<file path="config.mk">
export PLATFORM = sky130hd
export DESIGN_NAME = deck_shuffle_fisher_yates_top
export DESIGN_NICKNAME = d
export VERILOG_FILES = /design/src/sv/dsfy_pkg.sv /design/src/sv/dsfy_mod.sv /design/src/sv/dsfy_deck_mem.sv /design/src/sv/deck_shuffle_fisher_yates_top.sv
export SDC_FILE = /design/constraint.sdc
export NUM_CORES = 1
export LEC_CHECK = 0
export ABC_CLOCK_PERIOD_IN_PS = 12400
export BUFFER_PORTS_ARGS = -buffer_cell sky130_fd_sc_hd__buf_4
export CAP_MARGIN = 20
export CORE_MARGIN = 4
export CORE_UTILIZATION = 40
export CTS_CLUSTER_SIZE = 20
export DETAILED_ROUTE_END_ITERATION = 10
export PLACE_DENSITY = 0.65
export SLEW_MARGIN = 10
export SYNTH_ARGS = -nofsm -noshare
export SYNTH_HDL_FRONTEND = slang
export SYNTH_SLANG_ARGS = --single-unit
</file>
<file path="constraint.sdc">
create_clock -name i_clk -period 12.4 [get_ports i_clk]
set_input_delay 0 -clock i_clk [delete_from_list [all_inputs] [get_ports i_clk]]
set_output_delay 0 -clock i_clk [all_outputs]
set_load 0.01 [all_outputs]
</file>
<file path="src/sv/dsfy_pkg.sv">
// Shared constants, types and a helper function for the deck shuffler.
package dsfy_pkg;

    localparam int DeckSize   = 52;
    localparam int PosW       = 6;
    localparam int CardW      = 9;
    localparam int RandW      = 31;
    localparam int RandomBits = 31;
    localparam int RemW       = 6;

    localparam logic [PosW-1:0] TopPos = PosW'(DeckSize - 1);

    localparam logic [RandW-1:0] RandMask =
        (RandomBits >= RandW) ? {RandW{1'b1}} : RandW'((64'd1 << RandomBits) - 64'd1);

    localparam logic [CardW-1:0] Suit1Base = 9'd102;
    localparam logic [CardW-1:0] Suit2Base = 9'd202;
    localparam logic [CardW-1:0] Suit3Base = 9'd302;
    localparam logic [CardW-1:0] Suit4Base = 9'd402;
    localparam logic [PosW-1:0]  SuitLen   = 6'd13;

    // Deck memory request: one read port, one write port, flash clear.
    typedef struct packed {
        logic [PosW-1:0]  rd_addr;
        logic             wr_en;
        logic [PosW-1:0]  wr_addr;
        logic [CardW-1:0] wr_data;
        logic             clear;
    } t_mem_req;

    // Card at a position of the ordered deck.
    function automatic logic [CardW-1:0] ordered_card(input logic [PosW-1:0] pos);
        logic [CardW-1:0] base;
        logic [PosW-1:0]  rank;
        if (pos < SuitLen) begin
            base = Suit1Base;
            rank = pos;
        end else if (pos < PosW'(2 * 13)) begin
            base = Suit2Base;
            rank = pos - SuitLen;
        end else if (pos < PosW'(3 * 13)) begin
            base = Suit3Base;
            rank = pos - PosW'(2 * 13);
        end else begin
            base = Suit4Base;
            rank = pos - PosW'(3 * 13);
        end
        return base + CardW'(rank);
    endfunction

endpackage

</file>
<file path="src/sv/dsfy_mod.sv">
// Bit-serial restoring modulo unit: remainder of a random word by a small divisor.
module dsfy_mod (
    input  logic                        i_clk,
    input  logic                        i_rst_n,
    input  logic                        i_start,
    input  logic [dsfy_pkg::RandW-1:0]  i_dividend,
    input  logic [dsfy_pkg::PosW:0]     i_divisor,
    output logic                        o_done,
    output logic [dsfy_pkg::RemW-1:0]   o_rem
);

    localparam int CntW = $clog2(dsfy_pkg::RandW);

    logic                        r_busy;
    logic [CntW-1:0]             r_cnt;
    logic [dsfy_pkg::RandW-1:0]  r_num;
    logic [dsfy_pkg::PosW:0]     r_div;
    logic [dsfy_pkg::RemW-1:0]   r_rem;
    logic [dsfy_pkg::RemW:0]     trial;
    logic [dsfy_pkg::RemW-1:0]   n_rem;

    // Shift in one dividend bit, subtract the divisor when it fits.
    always_comb begin
        trial = {r_rem, r_num[dsfy_pkg::RandW-1]};
        if (trial >= (dsfy_pkg::RemW+1)'(r_div)) begin
            n_rem = dsfy_pkg::RemW'(trial - (dsfy_pkg::RemW+1)'(r_div));
        end else begin
            n_rem = trial[dsfy_pkg::RemW-1:0];
        end
    end

    always_ff @(posedge i_clk) begin
        if (!i_rst_n) begin
            r_busy <= 1'b0;
            o_done <= 1'b0;
        end else begin
            o_done <= 1'b0;
            if (i_start) begin
                r_busy <= 1'b1;
                r_num  <= i_dividend;
                r_div  <= i_divisor;
                r_rem  <= '0;
                r_cnt  <= CntW'(dsfy_pkg::RandW - 1);
            end else if (r_busy) begin
                r_rem <= n_rem;
                r_num <= {r_num[dsfy_pkg::RandW-2:0], 1'b0};
                r_cnt <= r_cnt - 1'b1;
                if (r_cnt == '0) begin
                    r_busy <= 1'b0;
                    o_done <= 1'b1;
                end
            end
        end
    end

    assign o_rem = r_rem;

endmodule

</file>
<file path="src/sv/dsfy_deck_mem.sv">
// Deck store: synchronous memory with per-entry valid bits that fall back to the ordered deck.
module dsfy_deck_mem (
    input  logic                        i_clk,
    input  logic                        i_rst_n,
    input  dsfy_pkg::t_mem_req          i_req,
    output logic [dsfy_pkg::CardW-1:0]  o_rd_card
);

    logic [dsfy_pkg::CardW-1:0] r_mem [dsfy_pkg::DeckSize];
    logic [dsfy_pkg::DeckSize-1:0] r_valid;
    logic [dsfy_pkg::CardW-1:0] r_rd_data;
    logic                       r_rd_valid;
    logic [dsfy_pkg::PosW-1:0]  r_rd_addr;

    always_ff @(posedge i_clk) begin
        if (i_req.wr_en) begin
            r_mem[i_req.wr_addr] <= i_req.wr_data;
        end
        r_rd_data <= r_mem[i_req.rd_addr];
        r_rd_addr <= i_req.rd_addr;
    end

    always_ff @(posedge i_clk) begin
        if (!i_rst_n) begin
            r_valid    <= '0;
            r_rd_valid <= 1'b0;
        end else begin
            r_rd_valid <= r_valid[i_req.rd_addr];
            if (i_req.clear) begin
                r_valid <= '0;
            end else if (i_req.wr_en) begin
                r_valid[i_req.wr_addr] <= 1'b1;
            end
        end
    end

    // Unwritten entries read as the ordered deck.
    assign o_rd_card = r_rd_valid ? r_rd_data : dsfy_pkg::ordered_card(r_rd_addr);

endmodule

</file>
<file path="src/sv/deck_shuffle_fisher_yates_top.sv">
// Top level of the Fisher-Yates deck shuffler: control sequencer, modulo unit and deck store.
// Swap step (shuffle on, position above 0): busy while the bit-serial modulo unit runs, then
//   for four deck memory accesses (read i, read j, write i, write j).
// Deck emission (final step or shuffle off): busy for one memory read per card, then a flush;
//   strobes come on consecutive cycles, one per card, each following its read through the pipeline.
// The receiver cannot stall; each result lives on the ports for one cycle only.
// Reset (synchronous, active low): ordered deck, step index 51, shuffling enabled.
module deck_shuffle_fisher_yates_top (
    input  logic                        i_clk,
    input  logic                        i_rst_n,
    input  logic                        start,
    output logic                        busy,
    input  logic [dsfy_pkg::RandW-1:0]  i_random_value,
    input  logic                        i_cfg_we,
    input  logic                        i_cfg_wdata,
    output logic                        o_strobe,
    output logic [dsfy_pkg::CardW-1:0]  o_card_code,
    output logic [dsfy_pkg::PosW-1:0]   o_deck_position,
    output logic                        o_last_card
);

    typedef enum logic [2:0] {
        S_IDLE,
        S_MOD,
        S_RDI,
        S_RDJ,
        S_WRI,
        S_WRJ,
        S_EMIT,
        S_FLUSH
    } t_state;

    t_state                      r_state;
    logic                        r_shuf_en;
    logic [dsfy_pkg::PosW-1:0]   r_step;
    logic [dsfy_pkg::PosW-1:0]   r_i;
    logic [dsfy_pkg::PosW-1:0]   r_j;
    logic [dsfy_pkg::CardW-1:0]  r_di;
    logic [dsfy_pkg::PosW-1:0]   r_pos;
    logic                        r_ord;
    logic                        r_e_v;
    logic [dsfy_pkg::PosW-1:0]   r_e_pos;

    logic                        accept;
    logic [dsfy_pkg::PosW-1:0]   cur_i;
    logic                        mod_start;
    logic                        mod_done;
    logic [dsfy_pkg::RemW-1:0]   mod_rem;
    dsfy_pkg::t_mem_req          mem_req;
    logic [dsfy_pkg::CardW-1:0]  rd_card;

    assign busy   = (r_state != S_IDLE);
    assign accept = start && !busy;

    // Clamp an out-of-range step index to the top position.
    assign cur_i = (r_step > dsfy_pkg::TopPos) ? dsfy_pkg::TopPos : r_step;

    // Kick the modulo unit on a transfer that needs a real swap.
    assign mod_start = accept && r_shuf_en && (cur_i != '0);

    dsfy_mod u_mod (
        .i_clk      (i_clk),
        .i_rst_n    (i_rst_n),
        .i_start    (mod_start),
        .i_dividend (i_random_value & dsfy_pkg::RandMask),
        .i_divisor  ((dsfy_pkg::PosW+1)'(cur_i) + 1'b1),
        .o_done     (mod_done),
        .o_rem      (mod_rem)
    );

    // Memory access pattern per state.
    always_comb begin
        mem_req         = '0;
        mem_req.rd_addr = r_pos;
        unique case (r_state)
            S_RDI: mem_req.rd_addr = r_i;
            S_RDJ: mem_req.rd_addr = r_j;
            S_WRI: begin
                // Read data now holds entry j: move it to position i.
                mem_req.wr_en   = 1'b1;
                mem_req.wr_addr = r_i;
                mem_req.wr_data = rd_card;
            end
            S_WRJ: begin
                mem_req.wr_en   = 1'b1;
                mem_req.wr_addr = r_j;
                mem_req.wr_data = r_di;
            end
            S_FLUSH: mem_req.clear = !r_ord;
            S_IDLE, S_MOD, S_EMIT: begin
            end
            default: begin
            end
        endcase
    end

    dsfy_deck_mem u_mem (
        .i_clk     (i_clk),
        .i_rst_n   (i_rst_n),
        .i_req     (mem_req),
        .o_rd_card (rd_card)
    );

    // Sequencer and registered result outputs.
    always_ff @(posedge i_clk) begin
        if (!i_rst_n) begin
            r_state   <= S_IDLE;
            r_shuf_en <= 1'b1;
            r_step    <= dsfy_pkg::TopPos;
            r_ord     <= 1'b0;
            r_e_v     <= 1'b0;
            o_strobe  <= 1'b0;
        end else begin
            if (i_cfg_we) begin
                r_shuf_en <= i_cfg_wdata;
            end

            // Emission pipeline: address issue, memory read, output register.
            r_e_v           <= (r_state == S_EMIT);
            r_e_pos         <= r_pos;
            o_strobe        <= r_e_v;
            o_deck_position <= r_e_pos;
            o_last_card     <= r_e_v && (r_e_pos == '0);
            o_card_code     <= r_ord ? dsfy_pkg::ordered_card(r_e_pos) : rd_card;

            unique case (r_state)
                S_IDLE: begin
                    if (accept) begin
                        r_pos <= dsfy_pkg::TopPos;
                        r_i   <= cur_i;
                        if (!r_shuf_en) begin
                            r_ord   <= 1'b1;
                            r_state <= S_EMIT;
                        end else if (cur_i == '0) begin
                            // Final step swaps entry 0 with itself: go straight to output.
                            r_ord   <= 1'b0;
                            r_state <= S_EMIT;
                        end else begin
                            r_state <= S_MOD;
                        end
                    end
                end
                S_MOD: begin
                    if (mod_done) begin
                        r_j     <= dsfy_pkg::PosW'(mod_rem);
                        r_state <= S_RDI;
                    end
                end
                S_RDI: r_state <= S_RDJ;
                S_RDJ: begin
                    r_di    <= rd_card;
                    r_state <= S_WRI;
                end
                S_WRI: r_state <= S_WRJ;
                S_WRJ: begin
                    r_step  <= r_i - 1'b1;
                    r_state <= S_IDLE;
                end
                S_EMIT: begin
                    r_pos <= r_pos - 1'b1;
                    if (r_pos == '0) begin
                        r_state <= S_FLUSH;
                    end
                end
                S_FLUSH: begin
                    // Shuffled deck done: reload the ordered deck and restart the count.
                    if (!r_ord) begin
                        r_step <= dsfy_pkg::TopPos;
                    end
                    r_state <= S_IDLE;
                end
                default: r_state <= S_IDLE;
            endcase
        end
    end

    // Last card marks position 0 only.
    a_last_pos: assert property (@(posedge i_clk) disable iff (!i_rst_n)
        o_strobe && o_last_card |-> o_deck_position == '0)
        else $error("last card flag away from position 0");

    // Cards of one deck come out on consecutive cycles, counting down.
    a_countdown: assert property (@(posedge i_clk) disable iff (!i_rst_n)
        o_strobe && (o_deck_position != '0) |=>
            o_strobe && (o_deck_position == $past(o_deck_position) - 1'b1))
        else $error("emission sequence broken");

    // Step index never leaves the deck.
    a_step_range: assert property (@(posedge i_clk) disable iff (!i_rst_n)
        r_step <= dsfy_pkg::TopPos)
        else $error("step index out of range");

    // The modulo unit finishes only while the sequencer waits for it.
    a_mod_done: assert property (@(posedge i_clk) disable iff (!i_rst_n)
        mod_done |-> r_state == S_MOD)
        else $error("modulo result outside wait state");

endmodule

</file>
==> metrics.txt, run 1 <==
relative slew slack 23.3%; Port Buffers 53; CTS buffer count 70; R2R depth 9; DR pass1 iterations 6; RSZ-0062 raised after global routing false; final setup violating endpoints 0; Final Skew 0.0225 ns; power density over the cells 159 mW/mm^2; GRT Residual Overflow 0; WL final 64,200 um; Die W 268 um; count of final max-slew check failures 0; Yosys warning count 0; initial antenna violation count 2; gp weighted congestion 0.832; final worst slack 7.45 ns; Clk pin slew, worst setup/hold paths 0.06 ns; minimum clock period after layout 4.95 ns; Slew @ Worst Pin 1.15 ns; Global Route Usage Sum 17.6%; post-route ant nets 0; Synth Area in XOR/XNOR 0.842%; largest net degree at the start of global routing 79; Initial Util 40.3%; WP data arrival 5.46 ns; fraction of layout cells with a size suffix above 1 13.6%; final instance area 0.0310 mm^2; Yosys cell types 69; outcome finished, final reports clean; Crit. Startpoint r_state[0]$_SDFFE_PN0P_; Syn Nets 2,066; final core utilization 46.2%; first-pass GRT wire length 98,000 um; via/cell ratio 5.55; Final nets 2,160; num ports 54; worst min path class primary input to register; ys flop type edfxtp_1; adder-cell share of the synthesized area 1.75%; register area share after synthesis 69.0%; DIE AREA 0.0719 mm^2; total area of sequential cells 0.0187 mm^2; final number of hold-violating endpoints 0; DR WL/cell 21.3 um; most common cell after layout, fill and taps aside edfxtp_1; Sink Count 649; Die H 268 um; core area 0.0672 mm^2; Mapped Area 0.0271 mm^2; Post-synth EDFFs 566; WHS Endpoint u_mod.r_num[27]$_DFFE_PP_; hold path cells 4; Final period util 39.9%; htree depth 3; via count 16,755; register bit total from synthesis 649; Worst Path Required 12.91 ns; Max Fclk 0.202 GHz; Max Root-Sink Buffers 3; max cap viols 0; reg-to-reg slack, setup 7.45 ns; drt initial violations 1,505; drt drc 0; footprint of the multi-input gates 0.00776 mm^2; crit path kind register to register; clk_lat worst skew 0.62 ns; row cnt 95; Cells after Synth 1,994; setup TNS 0 ns; hold_sp i_random_value[27]; placed cell areas 0.0283 mm^2; share of flip-flops with an asynchronous set or reset 0%; hpwl dp 39,500 um; Leak Pwr 10.8 nW; CTS tree built; FILL cells 5,766; synthesized area per cell 13.6 um^2; Synth-to-Final Area Change 14.6%; terminus of the critical flop-to-flop path u_mem.r_rd_data[5]$_DFF_P_; most frequent cells in the layout edfxtp_1, nand2_1, nand3_1; combinational family with the most area after synthesis simple AND/OR/NAND/NOR gates; post-synthesis simple-gate area fraction 12.3%; VDD IR-drop max 0.0000918 V; reg2reg start r_state[0]$_SDFFE_PN0P_; Setup WS pre-CTS 7.54 ns; Synth Area in Compound Gates 6.26%; CTS root buf clkbuf_16; Crit. End Element register; kind of start point of the critical path register; vias in the first global route 16,757; post-synthesis mux area share 7.23%; Max FO, Critical Path 48
-- metal layers --
metal	global-route usage, %	vias to the layer above	routed length, um
met1	24.1	8460	27500
met3	2.72	123	3900
met5	0	-	13
met2	28.9	581	30900
li1	-	7589	-
met4	6.25	2	1940
-- flip-flops by register name, summed over array words and instances, names as in the netlist, 3 cells and up --
name and cells:
r_state 3, o_deck_position 6, r_pos 6, u_mod.o_rem 6, u_mem.r_rd_addr 6, r_di 9, u_mod.r_cnt 5, r_i 6
u_mem.r_mem 468, r_e_pos 6, r_step 6, u_mem.r_rd_data 9, o_card_code 9, u_mod.r_num 31, u_mem.r_valid 52, u_mod.r_div 7
r_j 6
-- synth_stat cells, types with 6 or more instances --
cell | count | area (um^2)
mux4_2 | 63 | 1420
mux2_2 | 12 | 135
edfxtp_1 | 566 | 17000
nand4_1 | 40 | 250
o21a_1 | 55 | 413
clkbuf_1 | 53 | 199
and2_1 | 9 | 56.3
dfxtp_1 | 83 | 1660
a31oi_1 | 16 | 100
nor3_1 | 17 | 85.1
a21oi_1 | 94 | 470
nor2_1 | 101 | 379
xor2_1 | 8 | 70.1
buf_4 | 13 | 97.6
nand3_1 | 113 | 566
or3_1 | 8 | 50.1
xnor2_1 | 18 | 158
nor2b_1 | 11 | 68.8
o21ai_0 | 52 | 260
o22ai_1 | 6 | 37.5
nand2_1 | 404 | 1520
ha_1 | 33 | 413
a32oi_1 | 11 | 96.3
buf_2 | 24 | 120
mux2i_1 | 28 | 280
inv_1 | 42 | 158
and3_1 | 25 | 156
-- cell families after synthesis --
family	after synthesis
xor+xnor	26
buf+inv	147
compound gates	272
simple gates	754
other cells	1
mux	109
flops	649
fa+ha+maj	36
-- how the worst max path moves through the flow --
stage | to | slack (ns) | cells past startpoint
after CTS | u_mem.r_mem[23][7]$_DFFE_PP_ | 7.52 | 16
after floorplan | u_mem.r_mem[0][7]$_DFFE_PP_ | 7.52 | 16
after detailed placement | u_mem.r_rd_data[5]$_DFF_P_ | 7.54 | 9
after global placement | u_mem.r_rd_data[5]$_DFF_P_ | 7.66 | 9
final | u_mem.r_rd_data[5]$_DFF_P_ | 7.45 | 9
after global routing | u_mem.r_rd_data[1]$_DFF_P_ | 7.20 | 9
-- layout make-up --
type / instances / area share (%)
clock inverters: 32 / 1.04
diodes: 1 / 0.00807
clock buffers: 98 / 6.18
repair buffers: 125 / 3.52
multi-input cells: 1198 / 25.0
well taps: 873 / 3.52
flip-flops and latches: 649 / 60.2
inverters: 44 / 0.545
-- repair_timing --
item	4_1_cts	5_1_grt
hold buffers	36	0
resized for setup	0	0
setup buffers	0	0
hold endpoints to repair	69	0
-- worst max-delay path, cell delays in order (launching register included) --
cell and delay, ns:
dfxtp_1 0.94, mux2_2 0.46, mux2i_4 0.14, buf_4 0.55, clkinv_2 0.73, nor2_1 1.06, nand3_1 0.16, nand4_1 0.17
nand4_1 0.29, and3_1 0.28
-- per-stage QoR --
stage | hold slack [ns] | total power, mW | std cells
floorplan | 0.112 | 2.79 | 1994
global placement | 0.216 | 2.91 | 2837
detailed placement | 0.238 | 2.93 | 2839
CTS | 0.158 | 4.96 | 3005
global route | 0.198 | 5.10 | 3019
finish | 0.197 | 4.93 | 3020
-- power by group --
part           total, mW  leakage (nW)  switching [mW]  internal (mW)
Clock               2.04          1.09           0.860           1.18
Combinational      0.410          3.84           0.268          0.142
Sequential          2.48          5.87          0.0352           2.45
Note: power is estimated with default switching activity, not from simulation.
==> run 2: changes to the inputs <==
- ABC_CLOCK_PERIOD_IN_PS: 12400 -> 4500
- PLACE_DENSITY: 0.65 -> 0.67
- clock period: 12.4 -> 4.5 ns (I/O delays scaled with it)
==> metrics.txt, run 2 (synthesis gave the netlist of run 1 again) <==
Initial Util 40.3% (unchanged); Crit. End Element register; worst min path class primary input to register; Max Root-Sink Buffers 3 (unchanged); Setup WS pre-CTS 0.160 ns (-7.38 ns); clk_lat worst skew 0.60 ns (-0.02 ns); WHS Endpoint u_mod.r_num[10]$_DFFE_PP_; Die H 268 um (unchanged); setup TNS 0 ns (unchanged); Clk pwr share 40.4% (-0.9 points); first-pass GRT wire length 99,200 um (+1.3%); Seq pwr share 50.8% (+0.5 points); gp weighted congestion 0.889 (+6.9%); final setup violating endpoints 0 (unchanged); post-route ant nets 0 (unchanged); outcome finished, final reports clean; Leak Pwr 11.0 nW (+1.6%); R2R depth 18 (+9); count of final max-slew check failures 0 (unchanged); Port Buffers 53 (unchanged); kind of start point of the critical path register; terminus of the critical flop-to-flop path u_mem.r_mem[18][7]$_DFFE_PP_; row cnt 95 (unchanged); final number of hold-violating endpoints 0 (unchanged); Slew @ Worst Pin 1.16 ns (+0.0141 ns); most frequent cells in the layout edfxtp_1, nand2_1, nand3_1; reg-to-reg slack, setup 0.37 ns (-7.08 ns); CTS buffer count 68 (-2.9%); max FFs per register 468 (unchanged); RSZ-0062 raised after global routing false; Largest Register u_mem.r_mem; Internal 10.3 mW (+170%); power density over the cells 430 mW/mm^2 (+170%); VDD IR-drop max 0.000235 V (+160%); Synth-to-Final Area Change 15.7%; Worst Path Required 4.92 ns (-7.99 ns); minimum clock period after layout 4.13 ns (-0.819 ns); largest net degree at the start of global routing 83 (+5.1%); Global Route Usage Sum 18.0% (+0.40 points); max cap viols 0 (unchanged); vias in the first global route 16,545 (-1.3%); Logic pwr share 8.9% (+0.6 points); CTS tree built; hold_sp i_random_value[10]; Min Hold Slack 0.198 ns (+0.00128 ns); core area 0.0672 mm^2 (unchanged); DR WL/cell 21.4 um (+0.71%); final core utilization 46.6% (+0.41 points); Die W 268 um (unchanged); WL final 65,300 um (+1.6%); Clk pin slew, worst setup/hold paths 0.06 ns (about the same); DP Cell Count 2,884 (+1.6%); drt initial violations 1,826 (+21%); GRT Residual Overflow 0 (unchanged); via count 16,921 (+0.99%); htree depth 3 (unchanged); most common cell after layout, fill and taps aside edfxtp_1; Final period util 91.8% (+52 points); num ports 54 (unchanged); Max FO, Critical Path 52 (+8.3%); relative slew slack 22.4% (-0.95 points); Final Skew 0.0227 ns (+0.000265 ns); biggest regs u_mem.r_mem x468, u_mem.r_valid x52, u_mod.r_num x31; initial antenna violation count 1 (-1); Finished Layout Cells 3,048 (+0.93%); via/cell ratio 5.55 (about the same); Final nets 2,193 (+1.5%); Psw 3.17 mW (+170%); hold path cells 4 (unchanged); crit path kind register to register; sw frac 23.6% (-0.037 points); WP data arrival 4.55 ns (-0.91 ns); DR pass1 iterations 5 (-1); Max Fclk 0.242 GHz (+20%); fraction of layout cells with a size suffix above 1 15.4% (+1.8 points); drt drc 0 (unchanged); reg2reg start u_mem.r_rd_addr[0]$_DFF_P_; final worst slack 0.367 ns (-7.08 ns); DIE AREA 0.0719 mm^2 (unchanged); hpwl dp 40,200 um (+1.9%); FILL cells 5,755 (-0.19%); CTS root buf clkbuf_16; Sink Count 649 (unchanged)
==> run 2: worst max path at each step <==
stage                                              end  cells after the start                       start  slack (ns)
after detailed placement  u_mem.r_mem[33][6]$_DFFE_PP_                     15  u_mem.r_rd_addr[1]$_DFF_P_        0.16
after floorplan            u_mem.r_mem[0][8]$_DFFE_PP_                     15  u_mem.r_rd_addr[0]$_DFF_P_        0.19
after global routing      u_mem.r_mem[10][7]$_DFFE_PP_                     18  u_mem.r_rd_addr[0]$_DFF_P_        0.05
after CTS                 u_mem.r_mem[23][6]$_DFFE_PP_                     15  u_mem.r_rd_addr[1]$_DFF_P_        0.12
final                     u_mem.r_mem[18][7]$_DFFE_PP_                     18  u_mem.r_rd_addr[0]$_DFF_P_        0.37
after global placement    u_mem.r_mem[33][6]$_DFFE_PP_                     15  u_mem.r_rd_addr[1]$_DFF_P_        0.26
==> run 2: critical path, stage by stage, from the launching register on <==
cell	delay (ns)
dfxtp_1	0.42
ha_1	0.26
a211o_1	0.18
nand2_1	0.12
inv_1	0.23
nor3_1	0.07
a21o_1	0.16
a21boi_0	0.21
xnor2_1	0.11
ha_1	0.35
nor2b_1	0.15
o21ai_0	0.20
a21boi_0	0.17
or3_1	0.33
a21oi_1	0.18
o311ai_0	0.16
buf_4	0.20
a21oi_4	0.17
buf_12	0.26
==> run 2: power by group through the flow <==
stage	sequential, mW	clock (mW)	combinational [mW]
after global routing	6.84	5.77	1.30
final	6.83	5.42	1.19
after CTS	6.83	5.52	1.18
after detailed placement	6.96	0	1.15
after global placement	6.95	0	1.12
after floorplan	6.92	0	0.759
==> run 2: repair_timing <==
item / CTS / global route
setup buffers: 0 / 0
endpoints found under the hold margin: 69 / 0
hold buffers: 36 / 0
gates resized for setup: 0 / 1
endpoints found under the setup margin: 0 / 52
==> run 2: per-layer routing <==
metal | wire length [um] | vias up | track usage (%)
li1 | - | 7652 | -
met4 | 2330 | 0 | 7.06
met3 | 3940 | 126 | 2.82
met1 | 27700 | 8506 | 24.6
met5 | 0 | - | 0
met2 | 31300 | 637 | 29.3
==> run 2: per-stage QoR <==
step	total power, mW	instance area [um^2]
global placement	8.07	28700
detailed placement	8.10	28700
floorplan	7.68	27100
CTS	13.5	31200
finish	13.4	31300
global route	13.9	31300
==> run 2: layout make-up <==
class	instances	area, um^2	area share (%)
Clock buffer	88	1860	5.93
Inverter	44	169	0.540
Tap cell	873	1090	3.49
Sequential cell	649	18700	59.6
Timing Repair Buffer	160	1450	4.63
Clock inverter	35	304	0.972
Antenna cell	1	2.50	0.00800
Multi-Input combinational cell	1198	7760	24.8
